===== src/rtl/magnetometer_heading_calibration_macros.svh =====
// ----------------------------------------------------------------------------
// magnetometer heading calibration assertion macros
// concurrent check wrappers, compiled out when SYNTH is defined
// ----------------------------------------------------------------------------
`ifndef MAGNETOMETER_HEADING_CALIBRATION_MACROS_SVH
`define MAGNETOMETER_HEADING_CALIBRATION_MACROS_SVH

`ifndef SYNTH
// check with clk as clock, disabled while rst_n is low
`define MHC_ASSERT(label, prop) \
  label: assert property (@(posedge clk) disable iff (!rst_n) prop) \
    else $error("mhc check failed");
// check with clk as clock, active during reset too
`define MHC_ASSERT_RST(label, prop) \
  label: assert property (@(posedge clk) prop) \
    else $error("mhc reset check failed");
`else
`define MHC_ASSERT(label, prop)
`define MHC_ASSERT_RST(label, prop)
`endif

`endif


===== src/rtl/mhc_pkg.sv =====
// ----------------------------------------------------------------------------
// mhc_pkg
// shared widths, codes, types and the cordic angle table
// ----------------------------------------------------------------------------
package mhc_pkg;

  localparam int AXIS_W    = 16;
  localparam int DIFF_W    = AXIS_W + 1;
  localparam int HEADING_W = 15;
  localparam int OP_W      = 2;
  localparam int CFG_IDX_W = 4;
  localparam int CFG_DATA_W = 16;
  localparam int COUNT_W   = 10;

  // op codes
  localparam logic [OP_W-1:0] OP_MEASURE = 2'd0;
  localparam logic [OP_W-1:0] OP_START   = 2'd1;
  localparam logic [OP_W-1:0] OP_SAMPLE  = 2'd2;

  // register indexes
  localparam logic [CFG_IDX_W-1:0] REG_CAL_SAMPLES = 4'd0;
  localparam logic [CFG_IDX_W-1:0] REG_SPAN_THR    = 4'd1;

  localparam logic [COUNT_W-1:0]  CAL_SAMPLES_RST = 10'd200;
  localparam logic [AXIS_W-1:0]   SPAN_THR_RST    = 16'd25;

  // parameter defaults
  localparam int ANGLE_FRAC_BITS_DEF = 6;
  localparam int CORDIC_STEPS_DEF    = 16;

  // cordic datapath
  localparam int PRESCALE_BITS = 8;
  localparam int CORDIC_XW     = 28;
  localparam int CORDIC_ZW     = 27;
  localparam int DEG_BITS      = 16;
  localparam int ATAN_LEN      = 24;
  localparam int ATAN_IDX_W    = 5;
  localparam int ATAN_W        = 22;

  typedef enum logic {
    ST_IDLE,
    ST_BUSY
  } state_t;

  typedef struct packed {
    logic clear;
    logic track;
    logic finish;
  } lane_ctrl_t;

  // atan(2^-i) in degrees, q16
  function automatic logic [ATAN_W-1:0] atan_q16(input logic [ATAN_IDX_W-1:0] idx);
    logic [ATAN_W-1:0] val;
    case (idx)
      5'd0:    val = 22'd2949120;
      5'd1:    val = 22'd1740967;
      5'd2:    val = 22'd919879;
      5'd3:    val = 22'd466945;
      5'd4:    val = 22'd234379;
      5'd5:    val = 22'd117304;
      5'd6:    val = 22'd58666;
      5'd7:    val = 22'd29335;
      5'd8:    val = 22'd14668;
      5'd9:    val = 22'd7334;
      5'd10:   val = 22'd3667;
      5'd11:   val = 22'd1833;
      5'd12:   val = 22'd917;
      5'd13:   val = 22'd458;
      5'd14:   val = 22'd229;
      5'd15:   val = 22'd115;
      5'd16:   val = 22'd57;
      5'd17:   val = 22'd29;
      5'd18:   val = 22'd14;
      5'd19:   val = 22'd7;
      5'd20:   val = 22'd4;
      5'd21:   val = 22'd2;
      5'd22:   val = 22'd1;
      default: val = 22'd0;
    endcase
    return val;
  endfunction

endpackage


===== src/rtl/mhc_in_if.sv =====
// ----------------------------------------------------------------------------
// mhc_in_if
// sample request channel: op code and three raw axis words
// ----------------------------------------------------------------------------
interface mhc_in_if;
  logic                          valid;
  logic                          ready;
  logic [mhc_pkg::OP_W-1:0]      op;
  logic [mhc_pkg::AXIS_W-1:0]    x_word;
  logic [mhc_pkg::AXIS_W-1:0]    z_word;
  logic [mhc_pkg::AXIS_W-1:0]    y_word;

  modport source (output valid, output op, output x_word, output z_word,
                  output y_word, input ready);
  modport sink   (input valid, input op, input x_word, input z_word,
                  input y_word, output ready);
endinterface


===== src/rtl/mhc_out_if.sv =====
// ----------------------------------------------------------------------------
// mhc_out_if
// result channel: signed axes, heading and calibration flags
// ----------------------------------------------------------------------------
interface mhc_out_if;
  logic                               valid;
  logic                               ready;
  logic signed [mhc_pkg::AXIS_W-1:0]  x_value;
  logic signed [mhc_pkg::AXIS_W-1:0]  y_value;
  logic signed [mhc_pkg::AXIS_W-1:0]  z_value;
  logic [mhc_pkg::HEADING_W-1:0]      heading;
  logic                               calibrating;
  logic                               cal_done;

  modport source (output valid, output x_value, output y_value, output z_value,
                  output heading, output calibrating, output cal_done,
                  input ready);
  modport sink   (input valid, input x_value, input y_value, input z_value,
                  input heading, input calibrating, input cal_done,
                  output ready);
endinterface


===== src/rtl/mhc_cfg_if.sv =====
// ----------------------------------------------------------------------------
// mhc_cfg_if
// register write channel: register index and write data
// ----------------------------------------------------------------------------
interface mhc_cfg_if;
  logic                             valid;
  logic                             ready;
  logic [mhc_pkg::CFG_IDX_W-1:0]    index;
  logic [mhc_pkg::CFG_DATA_W-1:0]   data;

  modport source (output valid, output index, output data, input ready);
  modport sink   (input valid, input index, input data, output ready);
endinterface


===== src/rtl/magnetometer_heading_calibration.sv =====
// ----------------------------------------------------------------------------
// magnetometer heading calibration
// hard-iron calibration per axis and compass heading from an iterative cordic
// ----------------------------------------------------------------------------
// in_chan carries one request: an op code (measure, start calibration,
// calibration sample) and raw X, Z, Y words read as two's complement.
// out_chan gives exactly one result per request: the signed axes, the
// heading in degrees plus 180 with ANGLE_FRAC_BITS fraction bits, and the
// calibrating / cal_done flags. cfg_chan writes cal_samples (index 0) and
// span_threshold (index 1); it is always ready, other indexes are ignored.
// The cordic does one rotation step per cycle; a new request is taken only
// once the previous result has been loaded into the output register, since
// in_chan is ready only while the sequencer is idle.
// Three axis lanes track min/max side by side; the x and y offsets feed the
// heading cordic. Offsets update through the registered finish flag after the
// completing sample, while its own heading still uses the old ones.
// A result waits in the output register while the receiver stalls; the next
// request is still taken and held in the cordic until the register frees.
// Synchronous reset restores cal_samples 200, span_threshold 25, clears all
// trackers, offsets and the sample count, and empties the output register.
// ----------------------------------------------------------------------------
`include "magnetometer_heading_calibration_macros.svh"

module magnetometer_heading_calibration #(
  parameter int ANGLE_FRAC_BITS = mhc_pkg::ANGLE_FRAC_BITS_DEF,
  parameter int CORDIC_STEPS    = mhc_pkg::CORDIC_STEPS_DEF
) (
  input  logic        clk,
  input  logic        rst_n,
  mhc_in_if.sink      in_chan,
  mhc_out_if.source   out_chan,
  mhc_cfg_if.sink     cfg_chan
);

  localparam logic [mhc_pkg::HEADING_W-1:0] HEADING_MAX =
    mhc_pkg::HEADING_W'(360 * (1 << ANGLE_FRAC_BITS));

  // control state
  mhc_pkg::state_t                  state_r, state_nxt;
  logic [mhc_pkg::COUNT_W-1:0]      cal_samples_r, cal_samples_nxt;
  logic [mhc_pkg::AXIS_W-1:0]       span_thr_r, span_thr_nxt;
  logic [mhc_pkg::COUNT_W-1:0]      sample_count_r, sample_count_nxt;
  logic                             cal_active_r, cal_active_nxt;
  logic                             fin_r, fin_nxt;
  logic                             out_valid_r, out_valid_nxt;

  // request and result payload
  logic signed [mhc_pkg::AXIS_W-1:0] item_x_r, item_y_r, item_z_r;
  logic                              item_cal_r, item_done_r;
  logic signed [mhc_pkg::AXIS_W-1:0] out_x_r, out_y_r, out_z_r;
  logic [mhc_pkg::HEADING_W-1:0]     out_heading_r;
  logic                              out_cal_r, out_done_r;

  logic                              in_acc, cfg_acc, out_free, load;
  logic                              is_start, track_en, finish;
  logic [mhc_pkg::COUNT_W-1:0]       count_inc;
  logic signed [mhc_pkg::AXIS_W-1:0] x_s, y_s, z_s;
  logic signed [mhc_pkg::AXIS_W-1:0] off_x, off_y;
  logic signed [mhc_pkg::DIFF_W-1:0] dx, dy;
  logic                              cordic_done;
  logic [mhc_pkg::HEADING_W-1:0]     heading;
  mhc_pkg::lane_ctrl_t               lane_ctrl;

  // handshakes
  assign in_chan.ready  = (state_r == mhc_pkg::ST_IDLE);
  assign cfg_chan.ready = 1'b1;
  assign in_acc   = in_chan.valid && in_chan.ready;
  assign cfg_acc  = cfg_chan.valid && cfg_chan.ready;
  assign out_free = !out_valid_r || out_chan.ready;

  // raw words read as two's complement
  assign x_s = $signed(in_chan.x_word);
  assign y_s = $signed(in_chan.y_word);
  assign z_s = $signed(in_chan.z_word);

  // request decode; reserved op code behaves like measure
  assign is_start  = (in_chan.op == mhc_pkg::OP_START);
  assign track_en  = (in_chan.op == mhc_pkg::OP_SAMPLE) && cal_active_r;
  assign count_inc = sample_count_r + mhc_pkg::COUNT_W'(1);
  // a count wrapping to zero also ends the run; zero cal_samples acts as one
  assign finish    = track_en &&
                     ((count_inc >= cal_samples_r) || (count_inc == '0));

  // start requests see cleared offsets
  assign dx = is_start ? mhc_pkg::DIFF_W'(x_s)
                       : mhc_pkg::DIFF_W'(x_s) - mhc_pkg::DIFF_W'(off_x);
  assign dy = is_start ? mhc_pkg::DIFF_W'(y_s)
                       : mhc_pkg::DIFF_W'(y_s) - mhc_pkg::DIFF_W'(off_y);

  // lanes track on the accept edge and take offsets in the following cycle
  assign lane_ctrl.clear  = in_acc && is_start;
  assign lane_ctrl.track  = in_acc && track_en;
  assign lane_ctrl.finish = fin_r;

  mhc_axis_lane u_lane_x (
    .clk       (clk),
    .rst_n     (rst_n),
    .ctrl      (lane_ctrl),
    .sample    (x_s),
    .threshold (span_thr_r),
    .offset    (off_x)
  );

  mhc_axis_lane u_lane_y (
    .clk       (clk),
    .rst_n     (rst_n),
    .ctrl      (lane_ctrl),
    .sample    (y_s),
    .threshold (span_thr_r),
    .offset    (off_y)
  );

  // z offset is kept but never enters the heading
  mhc_axis_lane u_lane_z (
    .clk       (clk),
    .rst_n     (rst_n),
    .ctrl      (lane_ctrl),
    .sample    (z_s),
    .threshold (span_thr_r),
    .offset    ()
  );

  mhc_cordic #(
    .ANGLE_FRAC_BITS (ANGLE_FRAC_BITS),
    .CORDIC_STEPS    (CORDIC_STEPS)
  ) u_cordic (
    .clk     (clk),
    .rst_n   (rst_n),
    .start   (in_acc),
    .dx      (dx),
    .dy      (dy),
    .done    (cordic_done),
    .heading (heading)
  );

  // sequencer: idle until a request, busy until the result is loaded into the output register
  always_comb begin
    state_nxt = state_r;
    load      = 1'b0;
    case (state_r)
      mhc_pkg::ST_IDLE: begin
        if (in_acc) state_nxt = mhc_pkg::ST_BUSY;
      end
      mhc_pkg::ST_BUSY: begin
        if (cordic_done && out_free) begin
          load      = 1'b1;
          state_nxt = mhc_pkg::ST_IDLE;
        end
      end
      default: state_nxt = mhc_pkg::ST_IDLE;
    endcase
  end

  // calibration run bookkeeping and register writes
  always_comb begin
    sample_count_nxt = sample_count_r;
    cal_active_nxt   = cal_active_r;
    fin_nxt          = in_acc && finish;
    cal_samples_nxt  = cal_samples_r;
    span_thr_nxt     = span_thr_r;
    if (in_acc) begin
      if (is_start) begin
        sample_count_nxt = '0;
        cal_active_nxt   = 1'b1;
      end else if (track_en) begin
        sample_count_nxt = count_inc;
        if (finish) cal_active_nxt = 1'b0;
      end
    end
    if (cfg_acc) begin
      if (cfg_chan.index == mhc_pkg::REG_CAL_SAMPLES) begin
        cal_samples_nxt = cfg_chan.data[mhc_pkg::COUNT_W-1:0];
      end else if (cfg_chan.index == mhc_pkg::REG_SPAN_THR) begin
        span_thr_nxt = cfg_chan.data[mhc_pkg::AXIS_W-1:0];
      end
    end
  end

  // output register empties on take, refills on load
  always_comb begin
    out_valid_nxt = out_valid_r;
    if (load) begin
      out_valid_nxt = 1'b1;
    end else if (out_chan.ready) begin
      out_valid_nxt = 1'b0;
    end
  end

  always_ff @(posedge clk) begin
    if (!rst_n) begin
      state_r        <= mhc_pkg::ST_IDLE;
      cal_samples_r  <= mhc_pkg::CAL_SAMPLES_RST;
      span_thr_r     <= mhc_pkg::SPAN_THR_RST;
      sample_count_r <= '0;
      cal_active_r   <= 1'b0;
      fin_r          <= 1'b0;
      out_valid_r    <= 1'b0;
    end else begin
      state_r        <= state_nxt;
      cal_samples_r  <= cal_samples_nxt;
      span_thr_r     <= span_thr_nxt;
      sample_count_r <= sample_count_nxt;
      cal_active_r   <= cal_active_nxt;
      fin_r          <= fin_nxt;
      out_valid_r    <= out_valid_nxt;
    end
  end

  // request payload captured on accept, result payload on load
  always_ff @(posedge clk) begin
    if (in_acc) begin
      item_x_r    <= x_s;
      item_y_r    <= y_s;
      item_z_r    <= z_s;
      item_cal_r  <= cal_active_nxt;
      item_done_r <= finish;
    end
    if (load) begin
      out_x_r       <= item_x_r;
      out_y_r       <= item_y_r;
      out_z_r       <= item_z_r;
      out_heading_r <= heading;
      out_cal_r     <= item_cal_r;
      out_done_r    <= item_done_r;
    end
  end

  assign out_chan.valid       = out_valid_r;
  assign out_chan.x_value     = out_x_r;
  assign out_chan.y_value     = out_y_r;
  assign out_chan.z_value     = out_z_r;
  assign out_chan.heading     = out_heading_r;
  assign out_chan.calibrating = out_cal_r;
  assign out_chan.cal_done    = out_done_r;

  // a completing sample always closes the run
  `MHC_ASSERT(a_done_ends_run, out_valid_r && out_done_r |-> !out_cal_r)
  // a start request opens a fresh run
  `MHC_ASSERT(a_start_opens_run, in_acc && is_start |=> cal_active_r && (sample_count_r == '0))
  // heading never leaves the full circle
  `MHC_ASSERT(a_heading_range, out_valid_r |-> out_heading_r <= HEADING_MAX)
  // reset leaves the block empty and idle
  `MHC_ASSERT_RST(a_reset_quiet, !rst_n |=> !out_valid_r && (state_r == mhc_pkg::ST_IDLE))

endmodule


===== src/rtl/mhc_axis_lane.sv =====
// ----------------------------------------------------------------------------
// mhc_axis_lane
// one axis: min/max tracker and hard-iron offset from the tracked span
// ----------------------------------------------------------------------------
module mhc_axis_lane (
  input  logic                               clk,
  input  logic                               rst_n,
  input  mhc_pkg::lane_ctrl_t                ctrl,
  input  logic signed [mhc_pkg::AXIS_W-1:0]  sample,
  input  logic [mhc_pkg::AXIS_W-1:0]         threshold,
  output logic signed [mhc_pkg::AXIS_W-1:0]  offset
);

  logic signed [mhc_pkg::AXIS_W-1:0] min_r, min_nxt;
  logic signed [mhc_pkg::AXIS_W-1:0] max_r, max_nxt;
  logic signed [mhc_pkg::AXIS_W-1:0] offset_r, offset_nxt;
  logic signed [mhc_pkg::DIFF_W-1:0] span;
  logic signed [mhc_pkg::DIFF_W-1:0] sum;
  logic signed [mhc_pkg::DIFF_W-1:0] sum_adj;
  logic signed [mhc_pkg::DIFF_W-1:0] avg;

  // span is never negative since both trackers start at zero
  assign span    = mhc_pkg::DIFF_W'(max_r) - mhc_pkg::DIFF_W'(min_r);
  assign sum     = mhc_pkg::DIFF_W'(max_r) + mhc_pkg::DIFF_W'(min_r);
  // round toward zero on odd negative sums
  assign sum_adj = sum + mhc_pkg::DIFF_W'({1'b0, sum[mhc_pkg::DIFF_W-1]});
  assign avg     = sum_adj >>> 1;

  always_comb begin
    min_nxt    = min_r;
    max_nxt    = max_r;
    offset_nxt = offset_r;
    if (ctrl.clear) begin
      min_nxt    = '0;
      max_nxt    = '0;
      offset_nxt = '0;
    end else if (ctrl.track) begin
      if (sample > max_r) max_nxt = sample;
      if (sample < min_r) min_nxt = sample;
    end else if (ctrl.finish) begin
      if (span > $signed({1'b0, threshold})) begin
        offset_nxt = avg[mhc_pkg::AXIS_W-1:0];
      end else begin
        offset_nxt = '0;
      end
    end
  end

  always_ff @(posedge clk) begin
    if (!rst_n) begin
      min_r    <= '0;
      max_r    <= '0;
      offset_r <= '0;
    end else begin
      min_r    <= min_nxt;
      max_r    <= max_nxt;
      offset_r <= offset_nxt;
    end
  end

  assign offset = offset_r;

endmodule


===== src/rtl/mhc_cordic.sv =====
// ----------------------------------------------------------------------------
// mhc_cordic
// iterative vectoring cordic, one rotation step per cycle, gives the heading
// ----------------------------------------------------------------------------
module mhc_cordic #(
  parameter int ANGLE_FRAC_BITS = mhc_pkg::ANGLE_FRAC_BITS_DEF,
  parameter int CORDIC_STEPS    = mhc_pkg::CORDIC_STEPS_DEF
) (
  input  logic                                clk,
  input  logic                                rst_n,
  input  logic                                start,
  input  logic signed [mhc_pkg::DIFF_W-1:0]   dx,
  input  logic signed [mhc_pkg::DIFF_W-1:0]   dy,
  output logic                                done,
  output logic [mhc_pkg::HEADING_W-1:0]       heading
);

  localparam int XW    = mhc_pkg::CORDIC_XW;
  localparam int ZW    = mhc_pkg::CORDIC_ZW;
  localparam int CNT_W = $clog2(CORDIC_STEPS + 1);
  localparam int SHIFT = mhc_pkg::DEG_BITS - ANGLE_FRAC_BITS;
  localparam logic signed [ZW-1:0] Z_HALF = ZW'(180 * (1 << mhc_pkg::DEG_BITS));
  localparam logic signed [ZW-1:0] Z_FULL = ZW'(360 * (1 << mhc_pkg::DEG_BITS));
  localparam logic [ZW-1:0] RND = ZW'(1) << (SHIFT - 1);
  localparam logic [CNT_W-1:0] LAST = CNT_W'(CORDIC_STEPS);

  logic signed [XW-1:0] x_r, x_nxt;
  logic signed [XW-1:0] y_r, y_nxt;
  logic signed [ZW-1:0] z_r, z_nxt;
  logic [CNT_W-1:0]     cnt_r, cnt_nxt;
  logic                 zero_r, zero_nxt;

  logic signed [XW-1:0] x0, y0;
  logic signed [XW-1:0] xs, ys;
  logic signed [ZW-1:0] ang;
  logic signed [ZW-1:0] z_fin, total, clamped;
  logic [ZW-1:0]        rnd, scaled;

  assign x0  = XW'(dx) <<< mhc_pkg::PRESCALE_BITS;
  assign y0  = XW'(dy) <<< mhc_pkg::PRESCALE_BITS;
  assign xs  = x_r >>> cnt_r;
  assign ys  = y_r >>> cnt_r;
  assign ang = ZW'(mhc_pkg::atan_q16(mhc_pkg::ATAN_IDX_W'(cnt_r)));
  assign done = (cnt_r == LAST);

  always_comb begin
    x_nxt    = x_r;
    y_nxt    = y_r;
    z_nxt    = z_r;
    cnt_nxt  = cnt_r;
    zero_nxt = zero_r;
    if (start) begin
      cnt_nxt  = '0;
      zero_nxt = (dx == '0) && (dy == '0);
      if (dx < 0) begin
        // turn into the right half plane first
        x_nxt = -x0;
        y_nxt = -y0;
        z_nxt = (dy >= 0) ? Z_HALF : -Z_HALF;
      end else begin
        x_nxt = x0;
        y_nxt = y0;
        z_nxt = '0;
      end
    end else if (!done) begin
      cnt_nxt = cnt_r + CNT_W'(1);
      if (y_r > 0) begin
        x_nxt = x_r + ys;
        y_nxt = y_r - xs;
        z_nxt = z_r + ang;
      end else begin
        x_nxt = x_r - ys;
        y_nxt = y_r + xs;
        z_nxt = z_r - ang;
      end
    end
  end

  always_ff @(posedge clk) begin
    if (!rst_n) begin
      cnt_r <= LAST;
    end else begin
      cnt_r <= cnt_nxt;
    end
  end

  always_ff @(posedge clk) begin
    x_r    <= x_nxt;
    y_r    <= y_nxt;
    z_r    <= z_nxt;
    zero_r <= zero_nxt;
  end

  // a zero vector gives angle zero
  assign z_fin = zero_r ? '0 : z_r;
  assign total = z_fin + Z_HALF;

  always_comb begin
    if (total < 0) begin
      clamped = '0;
    end else if (total > Z_FULL) begin
      clamped = Z_FULL;
    end else begin
      clamped = total;
    end
  end

  assign rnd     = $unsigned(clamped) + RND;
  assign scaled  = rnd >> SHIFT;
  assign heading = scaled[mhc_pkg::HEADING_W-1:0];

endmodule

===== src/flat_wrapper.sv =====
// flat-port wrapper written by rule: the top's interface ports become plain ports
module magnetometer_heading_calibration_flat 
#(
  parameter int ANGLE_FRAC_BITS = mhc_pkg::ANGLE_FRAC_BITS_DEF,
  parameter int CORDIC_STEPS    = mhc_pkg::CORDIC_STEPS_DEF
)
  (clk, rst_n, in_chan_valid, in_chan_op, in_chan_x_word, in_chan_z_word, in_chan_y_word, in_chan_ready, out_chan_valid, out_chan_x_value, out_chan_y_value, out_chan_z_value, out_chan_heading, out_chan_calibrating, out_chan_cal_done, out_chan_ready, cfg_chan_valid, cfg_chan_index, cfg_chan_data, cfg_chan_ready);
  mhc_in_if in_chan_i ();
  mhc_out_if out_chan_i ();
  mhc_cfg_if cfg_chan_i ();
  input  logic clk;
  input  logic rst_n;
  input wire logic [$bits(in_chan_i.valid)-1:0] in_chan_valid;
  input wire logic [$bits(in_chan_i.op)-1:0] in_chan_op;
  input wire logic [$bits(in_chan_i.x_word)-1:0] in_chan_x_word;
  input wire logic [$bits(in_chan_i.z_word)-1:0] in_chan_z_word;
  input wire logic [$bits(in_chan_i.y_word)-1:0] in_chan_y_word;
  output wire logic [$bits(in_chan_i.ready)-1:0] in_chan_ready;
  output wire logic [$bits(out_chan_i.valid)-1:0] out_chan_valid;
  output wire logic [$bits(out_chan_i.x_value)-1:0] out_chan_x_value;
  output wire logic [$bits(out_chan_i.y_value)-1:0] out_chan_y_value;
  output wire logic [$bits(out_chan_i.z_value)-1:0] out_chan_z_value;
  output wire logic [$bits(out_chan_i.heading)-1:0] out_chan_heading;
  output wire logic [$bits(out_chan_i.calibrating)-1:0] out_chan_calibrating;
  output wire logic [$bits(out_chan_i.cal_done)-1:0] out_chan_cal_done;
  input wire logic [$bits(out_chan_i.ready)-1:0] out_chan_ready;
  input wire logic [$bits(cfg_chan_i.valid)-1:0] cfg_chan_valid;
  input wire logic [$bits(cfg_chan_i.index)-1:0] cfg_chan_index;
  input wire logic [$bits(cfg_chan_i.data)-1:0] cfg_chan_data;
  output wire logic [$bits(cfg_chan_i.ready)-1:0] cfg_chan_ready;
  assign in_chan_i.valid = in_chan_valid;
  assign in_chan_i.op = in_chan_op;
  assign in_chan_i.x_word = in_chan_x_word;
  assign in_chan_i.z_word = in_chan_z_word;
  assign in_chan_i.y_word = in_chan_y_word;
  assign in_chan_ready = in_chan_i.ready;
  assign out_chan_valid = out_chan_i.valid;
  assign out_chan_x_value = out_chan_i.x_value;
  assign out_chan_y_value = out_chan_i.y_value;
  assign out_chan_z_value = out_chan_i.z_value;
  assign out_chan_heading = out_chan_i.heading;
  assign out_chan_calibrating = out_chan_i.calibrating;
  assign out_chan_cal_done = out_chan_i.cal_done;
  assign out_chan_i.ready = out_chan_ready;
  assign cfg_chan_i.valid = cfg_chan_valid;
  assign cfg_chan_i.index = cfg_chan_index;
  assign cfg_chan_i.data = cfg_chan_data;
  assign cfg_chan_ready = cfg_chan_i.ready;
  magnetometer_heading_calibration #(.ANGLE_FRAC_BITS(ANGLE_FRAC_BITS), .CORDIC_STEPS(CORDIC_STEPS)) u_core (.clk(clk), .rst_n(rst_n), .in_chan(in_chan_i), .out_chan(out_chan_i), .cfg_chan(cfg_chan_i));
endmodule

===== config.mk =====
export PLATFORM = sky130hd
export DESIGN_NAME = magnetometer_heading_calibration_flat
export DESIGN_NICKNAME = d
export VERILOG_FILES = /design/src/rtl/mhc_pkg.sv /design/src/rtl/mhc_in_if.sv /design/src/rtl/mhc_out_if.sv /design/src/rtl/mhc_cfg_if.sv /design/src/rtl/magnetometer_heading_calibration.sv /design/src/rtl/mhc_axis_lane.sv /design/src/rtl/mhc_cordic.sv /design/src/flat_wrapper.sv
export VERILOG_INCLUDE_DIRS = /design/src /design/src/rtl
export SDC_FILE = /design/constraint.sdc
export NUM_CORES = 1
export LEC_CHECK = 0
export BUFFER_PORTS_ARGS = -buffer_cell sky130_fd_sc_hd__buf_2
export CAP_MARGIN = 20
export CORE_MARGIN = 8
export CORE_UTILIZATION = 60
export CTS_BUF_LIST = sky130_fd_sc_hd__clkbuf_4
export DETAILED_ROUTE_END_ITERATION = 8
export HOLD_SLACK_MARGIN = 0.06
export PLACE_DENSITY = 0.8
export SYNTH_ARGS = -nofsm -noshare
export SYNTH_HDL_FRONTEND = slang
export SYNTH_HIERARCHICAL = 1
export SYNTH_SLANG_ARGS = --single-unit

===== constraint.sdc =====
create_clock -name clk -period 7.31 [get_ports clk]
set_input_delay 0.3655 -clock clk [delete_from_list [all_inputs] [get_ports clk]]
set_output_delay 0.3655 -clock clk [all_outputs]
set_load 0.01 [all_outputs]

=== Yosys cells after proc, flatten, opt, wreduce, memory -nomap -nowiden ===
Memory sizes are Yosys's and may differ from the RTL's.
Index checks and enable logic that the tools add are counted.

* Latch bits: 0
* Output and inout bits: 68
* Memory bits (writable): 0
* Memories: 1
* Input bits: 75
* Bits in read-only memories: 704
* Register bits: 340
* Word-level logic and storage cells: 136

* Add/subtract/negate cells: 20
* Div/mod/pow operators: 0
* Equality and inequality tests: 5
* Mux-type cells: 35
* Shift operators: 2
* $mul: 0
* $lt $le $gt $ge: 12
* Reductions and logical operators: 27
* Bitwise operators: 4

{| class="wikitable"
|+ Memory list
! memory !! words !! width !! read ports !! clocked after memory_dff !! wr ports !! RTL line !! RTL
|-
| (no name shown) || 32 || 22 || 1 || 0 || 0 || mhc_pkg.sv:54 || <nowiki>case (idx)</nowiki>
|}

{| class="wikitable"
|+ Operators with widths
! operator !! number
|-
| 28-bit two-way mux || 8
|-
| 27-bit two-way mux || 6
|-
| 16-bit by 16-bit subtractor with 17-bit output || 4
|-
| 28-bit adder || 2
|-
| 25-bit negation with 28-bit output || 2
|-
| 28-bit by 5-bit >>> shifter with 28-bit output || 2
|-
| 28-bit subtractor || 2
|-
| 25-bit two-way mux || 2
|-
| 16-bit by 16-bit adder with 17-bit output || 2
|-
| 17-bit by 1-bit adder with 17-bit output || 2
|-
| 17-bit greater-than comparator || 2
|-
| 17-bit logical NOT || 2
|-
| 17-bit two-way mux || 2
|-
| 16-bit greater-than comparator || 2
|-
| 16-bit less-than comparator || 2
|-
| 16-bit two-way mux || 2
|-
| 28-bit by 1-bit greater-than comparator with 1-bit output, second input constant || 1
|-
| 27-bit by 23-bit adder with 27-bit output || 1
|-
| 27-bit by 25-bit adder with 27-bit output, second input constant || 1
|-
| 27-bit by 26-bit greater-than comparator with 1-bit output, second input constant || 1
|-
| 27-bit by 1-bit less-than comparator with 1-bit output, second input constant || 1
|-
| 27-bit by 23-bit subtractor with 27-bit output || 1
|-
| 25-bit by 10-bit adder with 25-bit output, second input constant || 1
|-
| 10-bit two-way mux || 2
|-
| 23 further kinds || 52
|}

=== Depth between registers and ports, before layout ===
Gate-level depths: netlist of the first run.

* Depth after elaboration: 8
* Mapped depth: 27
* Depth with buffers taken out: 23

=== Hierarchy ===
Netlist of the first run, hierarchy kept.

{| class="wikitable"
|+ Modules (own cells, without submodules)
! module !! area each (sq um) !! times used !! sequential area each (sq um) !! cells an instance
|-
| mhc_cordic || 13993.4 || 1 || 2622.5 || 1683
|-
| magnetometer_heading_calibration || 7340.8 || 1 || 4254.1 || 660
|-
| mhc_axis_lane at u_core.u_lane_x || 4983.5 || 1 || 960.9 || 641
|-
| mhc_axis_lane at u_core.u_lane_y || 4884.7 || 1 || 960.9 || 622
|}

=== Least setup slack after synthesis of the first run ===
Ideal clock, no wire load.

* Kind: register -> register
* From: register u_core.u_cordic.cnt_r[0]
* To: register u_core.u_cordic.z_r[26] (data pin)
* Clock period less this slack: 5505 ps
* Cell stages (with the launch flop): 23
* Arrival time: 5238 ps
* Setup time: 267 ps
* Path buffers: 3
* Slack: 1805 ps
* Data required time: 7043 ps
* Cell sequence: dfxtp_1 -> buf_4 -> buf_4 -> inv_2 -> buf_2 -> ha_1 -> mux4_2 -> a22oi_1 -> nand3_1 -> nor4_1 -> nand2b_1 -> xnor2_1 -> ha_1 -> a21oi_1 -> o21ai_0 -> a31oi_1 -> nand2_1 -> a211o_1 -> and4_1 -> o31a_1 -> o31ai_1 -> xnor2_1 -> o21ai_0

* Longest elaborated chain between the ends: 5
* Elaborated cells between the ends (all ways): 6
* Classes of those cells: add/sub (2); mux (3); memory (1)

{| class="wikitable"
|+ RTL lines
! item !! RTL line !! RTL
|-
| start, declared || mhc_cordic.sv:30 || <nowiki>logic [CNT_W-1:0] cnt_r, cnt_nxt;</nowiki>
|-
| start signal, assigned || mhc_cordic.sv:83 || <nowiki>cnt_r <= cnt_nxt;</nowiki>
|-
| memory read 32 x 22 bit * || - ||
|-
| 27-bit by 23-bit subtractor with 27-bit output or 27-bit by 23-bit adder with 27-bit output (tied branches) || mhc_cordic.sv:74, mhc_cordic.sv:70 ||
|-
| 27-bit two-way mux * || mhc_cordic.sv:67 || <nowiki>if (y_r > 0) begin</nowiki>
|-
| 27-bit two-way mux * || mhc_cordic.sv:65 || <nowiki>end else if (!done) begin</nowiki>
|-
| 27-bit two-way mux * || mhc_cordic.sv:52 || <nowiki>if (start) begin</nowiki>
|-
| via u_core.u_cordic.z_nxt[26] || mhc_cordic.sv:29 || <nowiki>logic signed [ZW-1:0] z_r, z_nxt;</nowiki>
|-
| end signal, assigned || mhc_cordic.sv:90 || <nowiki>z_r <= z_nxt;</nowiki>
|-
| end, declared || mhc_cordic.sv:29 ||
|}

The timed path passes the listed nets; every way through them passes the cells marked *. The select of a mux whose other input is x is not followed.
A chain may end at the register's enable or synchronous reset.

=== Final worst setup path of the first run ===
* From: register u_core.u_cordic.cnt_r[1]
* To: register u_core.u_cordic.y_r[26] (data pin)

* Longest elaborated chain between the ends: 5
* Elaborated cells between the ends (all ways): 6
* Classes of those cells: add/sub (2); shift (1); mux (3)

{| class="wikitable"
|+ RTL lines
! item !! RTL line !! RTL
|-
| 28-bit by 5-bit >>> shifter with 28-bit output * || mhc_cordic.sv:41 || <nowiki>assign xs = x_r >>> cnt_r;</nowiki>
|-
| 28-bit adder or 28-bit subtractor (tied branches) || mhc_cordic.sv:73, mhc_cordic.sv:69 ||
|-
| 28-bit two-way mux * || mhc_cordic.sv:67 ||
|-
| 28-bit two-way mux * || mhc_cordic.sv:65 ||
|-
| 28-bit two-way mux * || mhc_cordic.sv:52 ||
|-
| via u_core.u_cordic.y_nxt[26] || mhc_cordic.sv:28 || <nowiki>logic signed [XW-1:0] y_r, y_nxt;</nowiki>
|-
| end signal, assigned || mhc_cordic.sv:89 || <nowiki>y_r <= y_nxt;</nowiki>
|-
| end, declared || mhc_cordic.sv:28 ||
|}

Marks and branches as above.

==> results_tabular.tex, run 1 <==
\begin{tabular}{lr}
\hline
Metric & Value \\
\hline
\multicolumn{2}{l}{\textbf{Place}} \\
\quad Placed inst area & 32300 um2 \\
\quad Post-Place Worst Slack & 0.896 ns \\
\quad Total of buffers placed on input and output ports & 141 \\
\quad Routability-driven placement congestion ratio & between 1 and 1.5 \\
\quad Cell count after placement & between 4000 and 5000 \\
\quad Detail Placement HPWL & 64200 um \\
\multicolumn{2}{l}{\textbf{Timing}} \\
\quad Total count of hold-check failures in the final report & 0 \\
\quad Slew at the pin closest to its max-slew limit & 1.15 ns \\
\quad Final-report setup violation count & 0 \\
\quad Worst Skew & 0.0801 ns \\
\quad Fmax & $\sim$150 MHz \\
\quad Final worst slack & roughly 0.74 ns \\
\quad Max-slew violation count & 0 \\
\quad RSZ-0062 raised after global routing & no \\
\quad Hold slack & roughly 0.2 ns \\
\quad Final sum of negative setup slack & 0 ns \\
\quad Worst relative slew slack & $\sim$23\% \\
\quad Final critical path time including I/O delays and setup & $\sim$6.6 ns \\
\quad Post-route clock period utilization & 89.9\% \\
\multicolumn{2}{l}{\textbf{Critical path}} \\
\quad Critical path launch point & u\_core/u\_cordic/cnt\_r[1] \\
\quad Cell with the largest stage delay on the worst path & sky130\_fd\_sc\_hd\_\_dfxtp\_4 \\
\quad Required time worst endpoint & between 7 and 8 ns \\
\quad Worst setup path end & u\_core/u\_cordic/y\_r[26] \\
\quad Worst path arrival time & between 7 and 8 ns \\
\quad Peak fanout along the critical path & 49 \\
\quad Critical path's most frequent cell & sky130\_fd\_sc\_hd\_\_a21oi\_1 \\
\quad Max stage delay on crit path & just under 0.8 ns \\
\quad Type of destination of the critical path & flop \\
\quad Cell-by-cell trace of the critical path & buf\_4 > mux4\_2 > mux2\_2 > a221oi\_1 > ha\_1 > inv\_1 > nor3\_4 > a21oi\_1 > xnor2\_1 > ha\_1 > and3\_1 > a31oi\_1 > o21ai\_0 > a21oi\_1 > o211ai\_1 > a221o\_1 > a211o\_1 > a21oi\_1 > xor2\_1 > o21ai\_0 \\
\quad Critical R2R Launch & u\_core/u\_cordic/cnt\_r[1] \\
\quad Worst setup slack for register-to-register paths & $\sim$0.74 ns \\
\quad Startpoint-to-endpoint class of the critical path & reg -> reg \\
\quad Kind of launch point of the worst setup path & flop \\
\quad Cells on worst reg2reg path & 20 \\
\quad Destination of the worst register-to-register timing path & u\_core/u\_cordic/y\_r[26] \\
\multicolumn{2}{l}{\textbf{Power}} \\
\quad Power share of the sequential group & about a quarter \\
\quad Switching share of power & $\sim$45\% \\
\quad Power share of the clock group & around 14\% \\
\quad Switching Power & between 5 and 6 mW \\
\quad Worst-case vdd ir drop & 211 uV \\
\quad Total leakage power & around 14 nW \\
\quad Comb power frac & slightly below 60\% \\
\quad Pwr per Cell Area & between 300 and 400 nW/um2 \\
\quad Cell-internal power & 6.68 mW \\
\quad Total design power & about 12 mW \\
\multicolumn{2}{l}{\textbf{CTS}} \\
\quad Buffer depth of the longest clock path & 3 \\
\quad Clock-pin transition on the worst setup and hold timing paths & $\sim$0.07 ns \\
\quad Clk\_lat worst skew & approximately 0.88 ns \\
\quad CTS H-tree lvls & 3 \\
\quad Total clock buffers created by CTS & 93 \\
\quad Post-cts sizing count & 0 \\
\quad Clk sinks & 340 \\
\quad Clock tree from TritonCTS & built \\
\quad Clock tree root buffer cell & sky130\_fd\_sc\_hd\_\_clkbuf\_4 \\
\multicolumn{2}{l}{\textbf{Yosys}} \\
\quad Synthesized net count & between 3000 and 4000 \\
\quad Netlist area before placement & between 30000 and 40000 um2 \\
\quad Synthesis-stage register bit count & 340 \\
\quad Cell count after synthesis & between 3000 and 4000 \\
\quad Warnings, synthesis & 6 \\
\quad Unique masters post-synth & approximately 110 \\
\quad Part of the Yosys area used for sequential elements & between 20 and 30\% \\
\quad Post-synth EDFFs & 199 \\
\quad Async set-or-reset flop fraction in the synthesized netlist & 0\% \\
\quad Synthesized area per cell & around 8.7 um2 \\
\quad Most used DFF post-synth & sky130\_fd\_sc\_hd\_\_edfxtp\_1 \\
\multicolumn{2}{l}{\textbf{GRT}} \\
\quad GRT met2 Usage & 47.0\% \\
\quad Total congestion overflow after global routing & 0 \\
\quad Met3 layer usage reported by global route & between 4 and 5\% \\
\quad Global-route wire length before repair & between 100000 and 150000 um \\
\quad Most crowded layer after global routing & met2 \\
\quad GRT Util Overall & $\sim$28\% \\
\quad Largest net degree at the start of global routing & 70 \\
\quad Number of global-route vias before repair & 26580 \\
\quad Global routing met1 resource utilization & roughly 36\% \\
\quad Initial antenna violation count & 6 \\
\multicolumn{2}{l}{\textbf{Drt}} \\
\quad Wire length per cell after detailed routing & $\sim$19 um \\
\quad Detail Route Antenna Nets & 0 \\
\quad DRT Pass-1 Iters & 8 \\
\quad Final routed DRC violation total & 4 \\
\quad Via count normalized by instance count & roughly 6.2 \\
\quad Final routed wirelength across all metal layers & between 80000 and 90000 um \\
\quad Count of vias placed by the detailed router & 28242 \\
\quad Number of DRC markers in iteration 0 & between 2000 and 3000 \\
\multicolumn{2}{l}{\textbf{Finish}} \\
\quad Post-route non-filler standard cell count & about 4600 \\
\quad Final Instance Area & approximately 34000 um2 \\
\quad Synth-to-layout area growth & 10.3\% \\
\quad Final core occ & about two thirds \\
\quad Number of fill cells in the layout & roughly 4200 \\
\quad Net count, final & between 4000 and 5000 \\
\quad Layout cell share with drive strength beyond 1 & 12.2\% \\
\multicolumn{2}{l}{\textbf{Floorplanning}} \\
\quad Initial standard-cell utilization of the core & between 60\% and 70\% \\
\quad Horizontal extent of the die & about 240 um \\
\quad Number of top-level design ports & between 100 and 150 \\
\quad Site Rows & 83 \\
\quad Height of the chip & between 200 and 250 um \\
\quad Placeable core region & 51400 um2 \\
\quad Die area & between 50000 and 60000 um2 \\
\multicolumn{2}{l}{\textbf{Run status}} \\
\quad Outcome & finished with violations \\
\quad Violations in the final reports & DRC \\
\multicolumn{2}{l}{\textbf{Flow run}} \\
\quad Count of maximum capacitance violations & 0 \\
\multicolumn{2}{l}{\textbf{Min path}} \\
\quad Min-delay worst type & in -> reg \\
\hline
\end{tabular}
## final cells by class
type	count	area, um2	area share, %
diodes	8	20.0	0.0582
clock buffers	134	1010	2.92
clock inverters	35	185	0.538
inverters	239	902	2.62
multi-input cells	2868	20800	60.5
flip-flops and latches	340	8810	25.6
well taps	680	851	2.47
repair buffers	257	1820	5.28
## flip-flops by register name (all words and copies together), names as in the netlist, 10 cells and up
signal and flops:
u_core/cal_samples_r 10, u_core/item_x_r 16, u_core/item_y_r 16, u_core/item_z_r 16, u_core/out_chan.heading 15, u_core/out_chan.x_value 16
u_core/out_chan.y_value 16, u_core/out_chan.z_value 16, u_core/sample_count_r 10, u_core/span_thr_r 16, u_core/u_cordic/x_r 28, u_core/u_cordic/y_r 28
u_core/u_cordic/z_r 27, u_core/u_lane_x/max_r 16, u_core/u_lane_x/min_r 16, u_core/u_lane_x/offset 16, u_core/u_lane_y/max_r 16, u_core/u_lane_y/min_r 16
u_core/u_lane_y/offset 16
## repair_timing
action / 4_1_cts / 5_1_grt
hold endpoints to repair: 145 / 0
hold buffers: 85 / 0
setup buffers: 0 / 0
endpoints found under the setup margin: 0 / 0
## kinds of logic (layout without fill, tap and decap cells)
kind of cell	Yosys count	after routing	synth area share, %
adder cells (fa/ha/maj)	314	314	12.8
other	1	9	0.0120
XOR/XNOR	272	272	7.68
AND/OR/NAND/NOR	1172	1172	18.3
multiplexers	173	173	8.18
buffers and inverters	398	665	5.18
flip-flops	340	340	28.2
AO/OA/AOI/OAI	936	936	19.6
## routing by layer
layer  wire length, um  up-vias
li1                  -    13564
met1             36500    13198
met2             41300     1226
met3              6440      250
met4              3780        4
met5                27        -
## layout by cell type (no fill, tap or decap), types with 136 or more instances in the layout
master,Yosys,routed
sky130_fd_sc_hd__nand2_1,335,335
sky130_fd_sc_hd__nor2_1,325,324
sky130_fd_sc_hd__ha_1,305,305
sky130_fd_sc_hd__inv_1,231,230
sky130_fd_sc_hd__o21ai_0,229,228
sky130_fd_sc_hd__a21oi_1,227,227
sky130_fd_sc_hd__edfxtp_1,199,199
sky130_fd_sc_hd__xnor2_1,174,174
sky130_fd_sc_hd__buf_2,30,141
sky130_fd_sc_hd__dfxtp_1,141,136
## cell usage after synthesis, types with 34 or more instances
cell                         n  area share [%]
sky130_fd_sc_hd__nor2b_1    62             1.2
sky130_fd_sc_hd__nor3_1     68             1.1
sky130_fd_sc_hd__xor2_1     96             2.7
sky130_fd_sc_hd__o21a_1     34            0.82
sky130_fd_sc_hd__nor2_1    325             3.9
sky130_fd_sc_hd__a21oi_1   227             3.6
sky130_fd_sc_hd__ha_1      305              12
sky130_fd_sc_hd__nand2b_1   60             1.2
sky130_fd_sc_hd__o21ai_0   229             3.7
sky130_fd_sc_hd__a31oi_1    38            0.76
sky130_fd_sc_hd__edfxtp_1  199              19
sky130_fd_sc_hd__nand3_1    88             1.4
sky130_fd_sc_hd__clkbuf_1   99             1.2
sky130_fd_sc_hd__inv_1     231             2.8
sky130_fd_sc_hd__a21boi_0   37            0.89
sky130_fd_sc_hd__a21o_1     69             1.7
sky130_fd_sc_hd__mux2i_1    95             3.0
sky130_fd_sc_hd__dfxtp_1   141             9.0
sky130_fd_sc_hd__mux4_2     51             3.7
sky130_fd_sc_hd__xnor2_1   174             4.9
sky130_fd_sc_hd__nand2_1   335             4.0
## critical path, delay by kind of cell (launching register included)
kind                     cells  cell delay [ns]
flip-flops                   1             0.78
multiplexers                 2             0.90
XOR/XNOR                     2             0.36
adder cells (fa/ha/maj)      2             0.67
AND/OR/NAND/NOR              2             0.47
buffers and inverters        2             0.61
AO/OA/AOI/OAI               10             2.49
## power by group through the flow
stage / Clock [mW] / Sequential (mW) / Combinational [mW]
floorplan: 0 / 2.92 / 5.67
global placement: 0 / 3.16 / 6.92
detailed placement: 0 / 3.17 / 7.03
CTS: 1.79 / 3.13 / 7.10
global route: 1.89 / 3.17 / 8.00
finish: 1.76 / 3.16 / 7.22
## worst min-delay path by stage
| stage | endpoint | from | cells past startpoint |
|---|---|---|---|
| after global routing | u_core/item_z_r[6] | in_chan_z_word[6] | 2 |
| after CTS | u_core/span_thr_r[6] | cfg_chan_index[0] | 4 |
| after detailed placement | u_core/out_chan.x_value[10] | u_core/item_x_r[10] | 0 |
| after global placement | u_core/out_chan.x_value[6] | u_core/item_x_r[6] | 0 |
| final | u_core/span_thr_r[6] | cfg_chan_index[0] | 4 |
| after floorplan | u_core/out_chan.cal_done | u_core/item_done_r | 0 |
Note: power is estimated with default switching activity, not from simulation.
==> run 2: changes to the inputs <==
CORE_UTILIZATION = 33   (was 60)
PLACE_DENSITY = 0.5   (was 0.8)
==> run 2 against run 1 <==
  * The flow now finishes without violations
  * Non-clock buffer count up 24
  * Final cell count is 13% higher
  * Count of clock-buffer cells in the layout grew 11
  * Design area grew 3.0%
  * Total power up 1.4%
  * Utilization fell by 29 points
  * Register-to-register slack improved by 0.08 ns
  * Clock power increased by 8%
  * Worst hold slack worse by 0.0055 ns
  * First-iteration DRC count shrank 39%
  * Sequential share of layout area is 0.75 points lower
  * Critical path type unchanged
  * Largest cell class unchanged
  * Highest routed layer unchanged
==> results_tabular.tex, run 2 (same netlist as run 1, synthesis figures left out) <==
\begin{tabular}{lr}
\hline
Metric & Value \\
\hline
\multicolumn{2}{l}{\textbf{Run status}} \\
\quad Outcome & finished clean \\
\multicolumn{2}{l}{\textbf{Critical path}} \\
\quad Cell with the largest stage delay on the worst path & sky130\_fd\_sc\_hd\_\_dfxtp\_4 \\
\quad Kind of launch point of the worst setup path & flop \\
\quad Required time worst endpoint & 8.00 ns \\
\quad Worst path top cell family by delay & compound AO/OA/AOI/OAI gates \\
\quad Cell-by-cell trace of the critical path & buf\_4 > mux4\_2 > nand2\_1 > o31ai\_1 > a311o\_1 > or4b\_4 > nor3\_4 > nor2\_1 > xnor2\_1 > ha\_1 > and3\_1 > a31oi\_1 > o21ai\_0 > a21oi\_1 > o211ai\_1 > a221o\_1 > a211o\_1 > a21oi\_1 > xor2\_1 > o21ai\_0 \\
\quad Type of destination of the critical path & flop \\
\quad Worst path arrival time & between 7 and 8 ns \\
\quad Max stage delay on crit path & approximately 0.77 ns \\
\quad Startpoint-to-endpoint class of the critical path & reg -> reg \\
\quad WP buf/inv & 1 \\
\quad Peak fanout along the critical path & 47 \\
\multicolumn{2}{l}{\textbf{Min path}} \\
\quad Min-delay worst type & in -> reg \\
\multicolumn{2}{l}{\textbf{CTS}} \\
\quad Clk\_lat worst skew & 0.96 ns \\
\quad Total clock buffers created by CTS & 100 \\
\quad Post-cts sizing count & 0 \\
\quad Clock-pin transition on the worst setup and hold timing paths & around 0.07 ns \\
\quad Clock tree root buffer cell & sky130\_fd\_sc\_hd\_\_clkbuf\_4 \\
\quad CTS H-tree lvls & 3 \\
\quad Clock tree from TritonCTS & built \\
\quad Clk sinks & 340 \\
\quad Buffer depth of the longest clock path & 3 \\
\multicolumn{2}{l}{\textbf{Drt}} \\
\quad Wire length per cell after detailed routing & roughly 18 um \\
\quad Final routed DRC violation total & 0 \\
\quad Count of vias placed by the detailed router & 27439 \\
\quad Via count normalized by instance count & $\sim$5.3 \\
\quad Final routed wirelength across all metal layers & about 94000 um \\
\quad Detail Route Antenna Nets & 0 \\
\quad DRT Pass-1 Iters & 5 \\
\quad Number of DRC markers in iteration 0 & roughly 1700 \\
\multicolumn{2}{l}{\textbf{GRT}} \\
\quad Number of global-route vias before repair & between 20000 and 30000 \\
\quad Initial antenna violation count & 3 \\
\quad Global-route wire length before repair & around 150000 um \\
\quad GRT Util Overall & approximately 18\% \\
\quad Largest net degree at the start of global routing & between 80 and 90 \\
\quad Total congestion overflow after global routing & 0 \\
\multicolumn{2}{l}{\textbf{Timing}} \\
\quad Total count of hold-check failures in the final report & 0 \\
\quad Final-report setup violation count & 0 \\
\quad Post-route clock period utilization & 88.8\% \\
\quad Hold slack & 0.199 ns \\
\quad Final sum of negative setup slack & 0 ns \\
\quad Final worst slack & 0.817 ns \\
\quad Fmax & 154 MHz \\
\quad Final critical path time including I/O delays and setup & 6.49 ns \\
\quad Worst Skew & approximately 0.09 ns \\
\quad RSZ-0062 raised after global routing & no \\
\quad Max-slew violation count & 0 \\
\quad Worst relative slew slack & between 30 and 40\% \\
\quad Slew at the pin closest to its max-slew limit & 1.03 ns \\
\multicolumn{2}{l}{\textbf{Power}} \\
\quad Worst-case vdd ir drop & approximately 180 uV \\
\quad Switching share of power & between 40 and 50\% \\
\quad Power share of the clock group & between 15 and 20\% \\
\quad Comb power frac & between 50\% and 60\% \\
\quad Power share of the sequential group & roughly 26\% \\
\quad Switching Power & between 5 and 6 mW \\
\quad Cell-internal power & between 6 and 7 mW \\
\quad Total leakage power & about 14 nW \\
\quad Pwr per Cell Area & approximately 350 nW/um2 \\
\multicolumn{2}{l}{\textbf{Floorplanning}} \\
\quad Initial standard-cell utilization of the core & 33.4\% \\
\quad Horizontal extent of the die & roughly 320 um \\
\quad Height of the chip & 323 um \\
\quad Site Rows & between 100 and 150 \\
\quad Number of top-level design ports & 143 \\
\quad Die area & between 100000 and 150000 um2 \\
\quad Placeable core region & slightly above 90000 um2 \\
\multicolumn{2}{l}{\textbf{Finish}} \\
\quad Top library cells by usage in the layout, fill and taps aside & 335 x sky130\_fd\_sc\_hd\_\_nand2\_1, 324 x sky130\_fd\_sc\_hd\_\_nor2\_1, 305 x sky130\_fd\_sc\_hd\_\_ha\_1, 230 x sky130\_fd\_sc\_hd\_\_inv\_1, 228 x sky130\_fd\_sc\_hd\_\_o21ai\_0 \\
\quad Most common cell after layout, fill and taps aside & sky130\_fd\_sc\_hd\_\_nand2\_1 \\
\quad Largest registers & u\_core/u\_cordic/x\_r x28, u\_core/u\_cordic/y\_r x28, u\_core/u\_cordic/z\_r x27 \\
\quad Multi-input gate area & approximately 21000 um2 \\
\quad Register cell area after layout & slightly below 9000 um2 \\
\quad Net count, final & roughly 4200 \\
\quad Layout cell share with drive strength beyond 1 & 12.6\% \\
\quad Synth-to-layout area growth & 13.6\% \\
\quad Number of fill cells in the layout & between 9000 and 10000 \\
\multicolumn{2}{l}{\textbf{Flow run}} \\
\quad Count of maximum capacitance violations & 0 \\
\multicolumn{2}{l}{\textbf{Place}} \\
\quad Post-Place Worst Slack & between 0.8 and 0.9 ns \\
\quad Detail Placement HPWL & slightly above 70000 um \\
\quad Routability-driven placement congestion ratio & approximately 0.9 \\
\quad Total of buffers placed on input and output ports & about 140 \\
\hline
\end{tabular}
-- run 2: cell count changes in the layout (fill, tap and decap cells not counted), sizes merged --
| cell | delta |
|---|---|
| buf | +8 |
| dlygate4sd3 | +16 |
| clkinvlp | +1 |
| inv | +3 |
| clkinv | -2 |
| clkbuf | +11 |
| bufinv | +1 |
| diode | -6 |
-- run 2: metrics by stage --
stage	power [mW]	std cells	instance area, um2	utilization [%]
5_1_grt	13.4	5167	35500	37.9
4_1_cts	12.4	5164	35400	37.9
3_5_place_dp	10.3	4880	33100	35.4
2_1_floorplan	8.58	3606	31200	-
6_report	12.3	5167	35500	37.9
3_3_place_gp	10.3	4879	33100	35.4
-- run 2: worst register-to-register path, stage by stage, from the launching register on --
cell and delay (ns):
sky130_fd_sc_hd__dfxtp_4 0.77, sky130_fd_sc_hd__buf_4 0.54, sky130_fd_sc_hd__mux4_2 0.56, sky130_fd_sc_hd__nand2_1 0.08
sky130_fd_sc_hd__o31ai_1 0.12, sky130_fd_sc_hd__a311o_1 0.39, sky130_fd_sc_hd__or4b_4 0.55, sky130_fd_sc_hd__nor3_4 0.38
sky130_fd_sc_hd__nor2_1 0.10, sky130_fd_sc_hd__xnor2_1 0.16, sky130_fd_sc_hd__ha_1 0.38, sky130_fd_sc_hd__and3_1 0.21
sky130_fd_sc_hd__a31oi_1 0.16, sky130_fd_sc_hd__o21ai_0 0.11, sky130_fd_sc_hd__a21oi_1 0.40, sky130_fd_sc_hd__o211ai_1 0.28
sky130_fd_sc_hd__a221o_1 0.41, sky130_fd_sc_hd__a211o_1 0.28, sky130_fd_sc_hd__a21oi_1 0.17, sky130_fd_sc_hd__xor2_1 0.15
sky130_fd_sc_hd__o21ai_0 0.08
-- run 2: power groups by stage --
| stage | clock, mW | combinational (mW) | sequential [mW] |
|---|---|---|---|
| 2_1_floorplan | 0 | 5.67 | 2.92 |
| 3_3_place_gp | 0 | 7.13 | 3.22 |
| 3_5_place_dp | 0 | 7.14 | 3.21 |
| 4_1_cts | 2.01 | 7.22 | 3.17 |
| 5_1_grt | 2.09 | 8.08 | 3.21 |
| 6_report | 1.90 | 7.22 | 3.18 |
-- run 2: metal layers --
layer  up-vias  global-route usage (%)  wire (um)
met2       681                    29.6      44500
met4         2                    6.25       3050
met5         -                       0         13
met1     12932                    22.8      42300
li1      13646                       -          -
met3       178                    2.77       4610
-- run 2: what timing repair did --
item                       in CTS  in global routing
hold endpoints to repair      186                  0
buffers inserted                0                  0
setup endpoints to repair       0                  0
hold buffers                  101                  0
-- run 2: final timing paths --
path / to / cells past startpoint / start / slack, ns
min: u_core/item_z_r[13] / 2 / in_chan_z_word[13] / 0.20
max reg2reg: u_core/u_cordic/y_r[26] / 20 / u_core/u_cordic/cnt_r[1] / 0.82
min reg2reg: u_core/out_chan.y_value[15] / 0 / u_core/item_y_r[15] / 0.40
max: u_core/u_cordic/y_r[26] / 20 / u_core/u_cordic/cnt_r[1] / 0.82
-- run 2: layout make-up --
class / count / share of cell area, %
Timing Repair Buffer: 281 / 5.72
Clock inverter: 38 / 0.646
Antenna cell: 2 / 0.0141
Tap cell: 1254 / 4.43
Clock buffer: 145 / 3.07
Multi-Input combinational cell: 2868 / 58.7
Sequential cell: 340 / 24.8
Inverter: 239 / 2.54
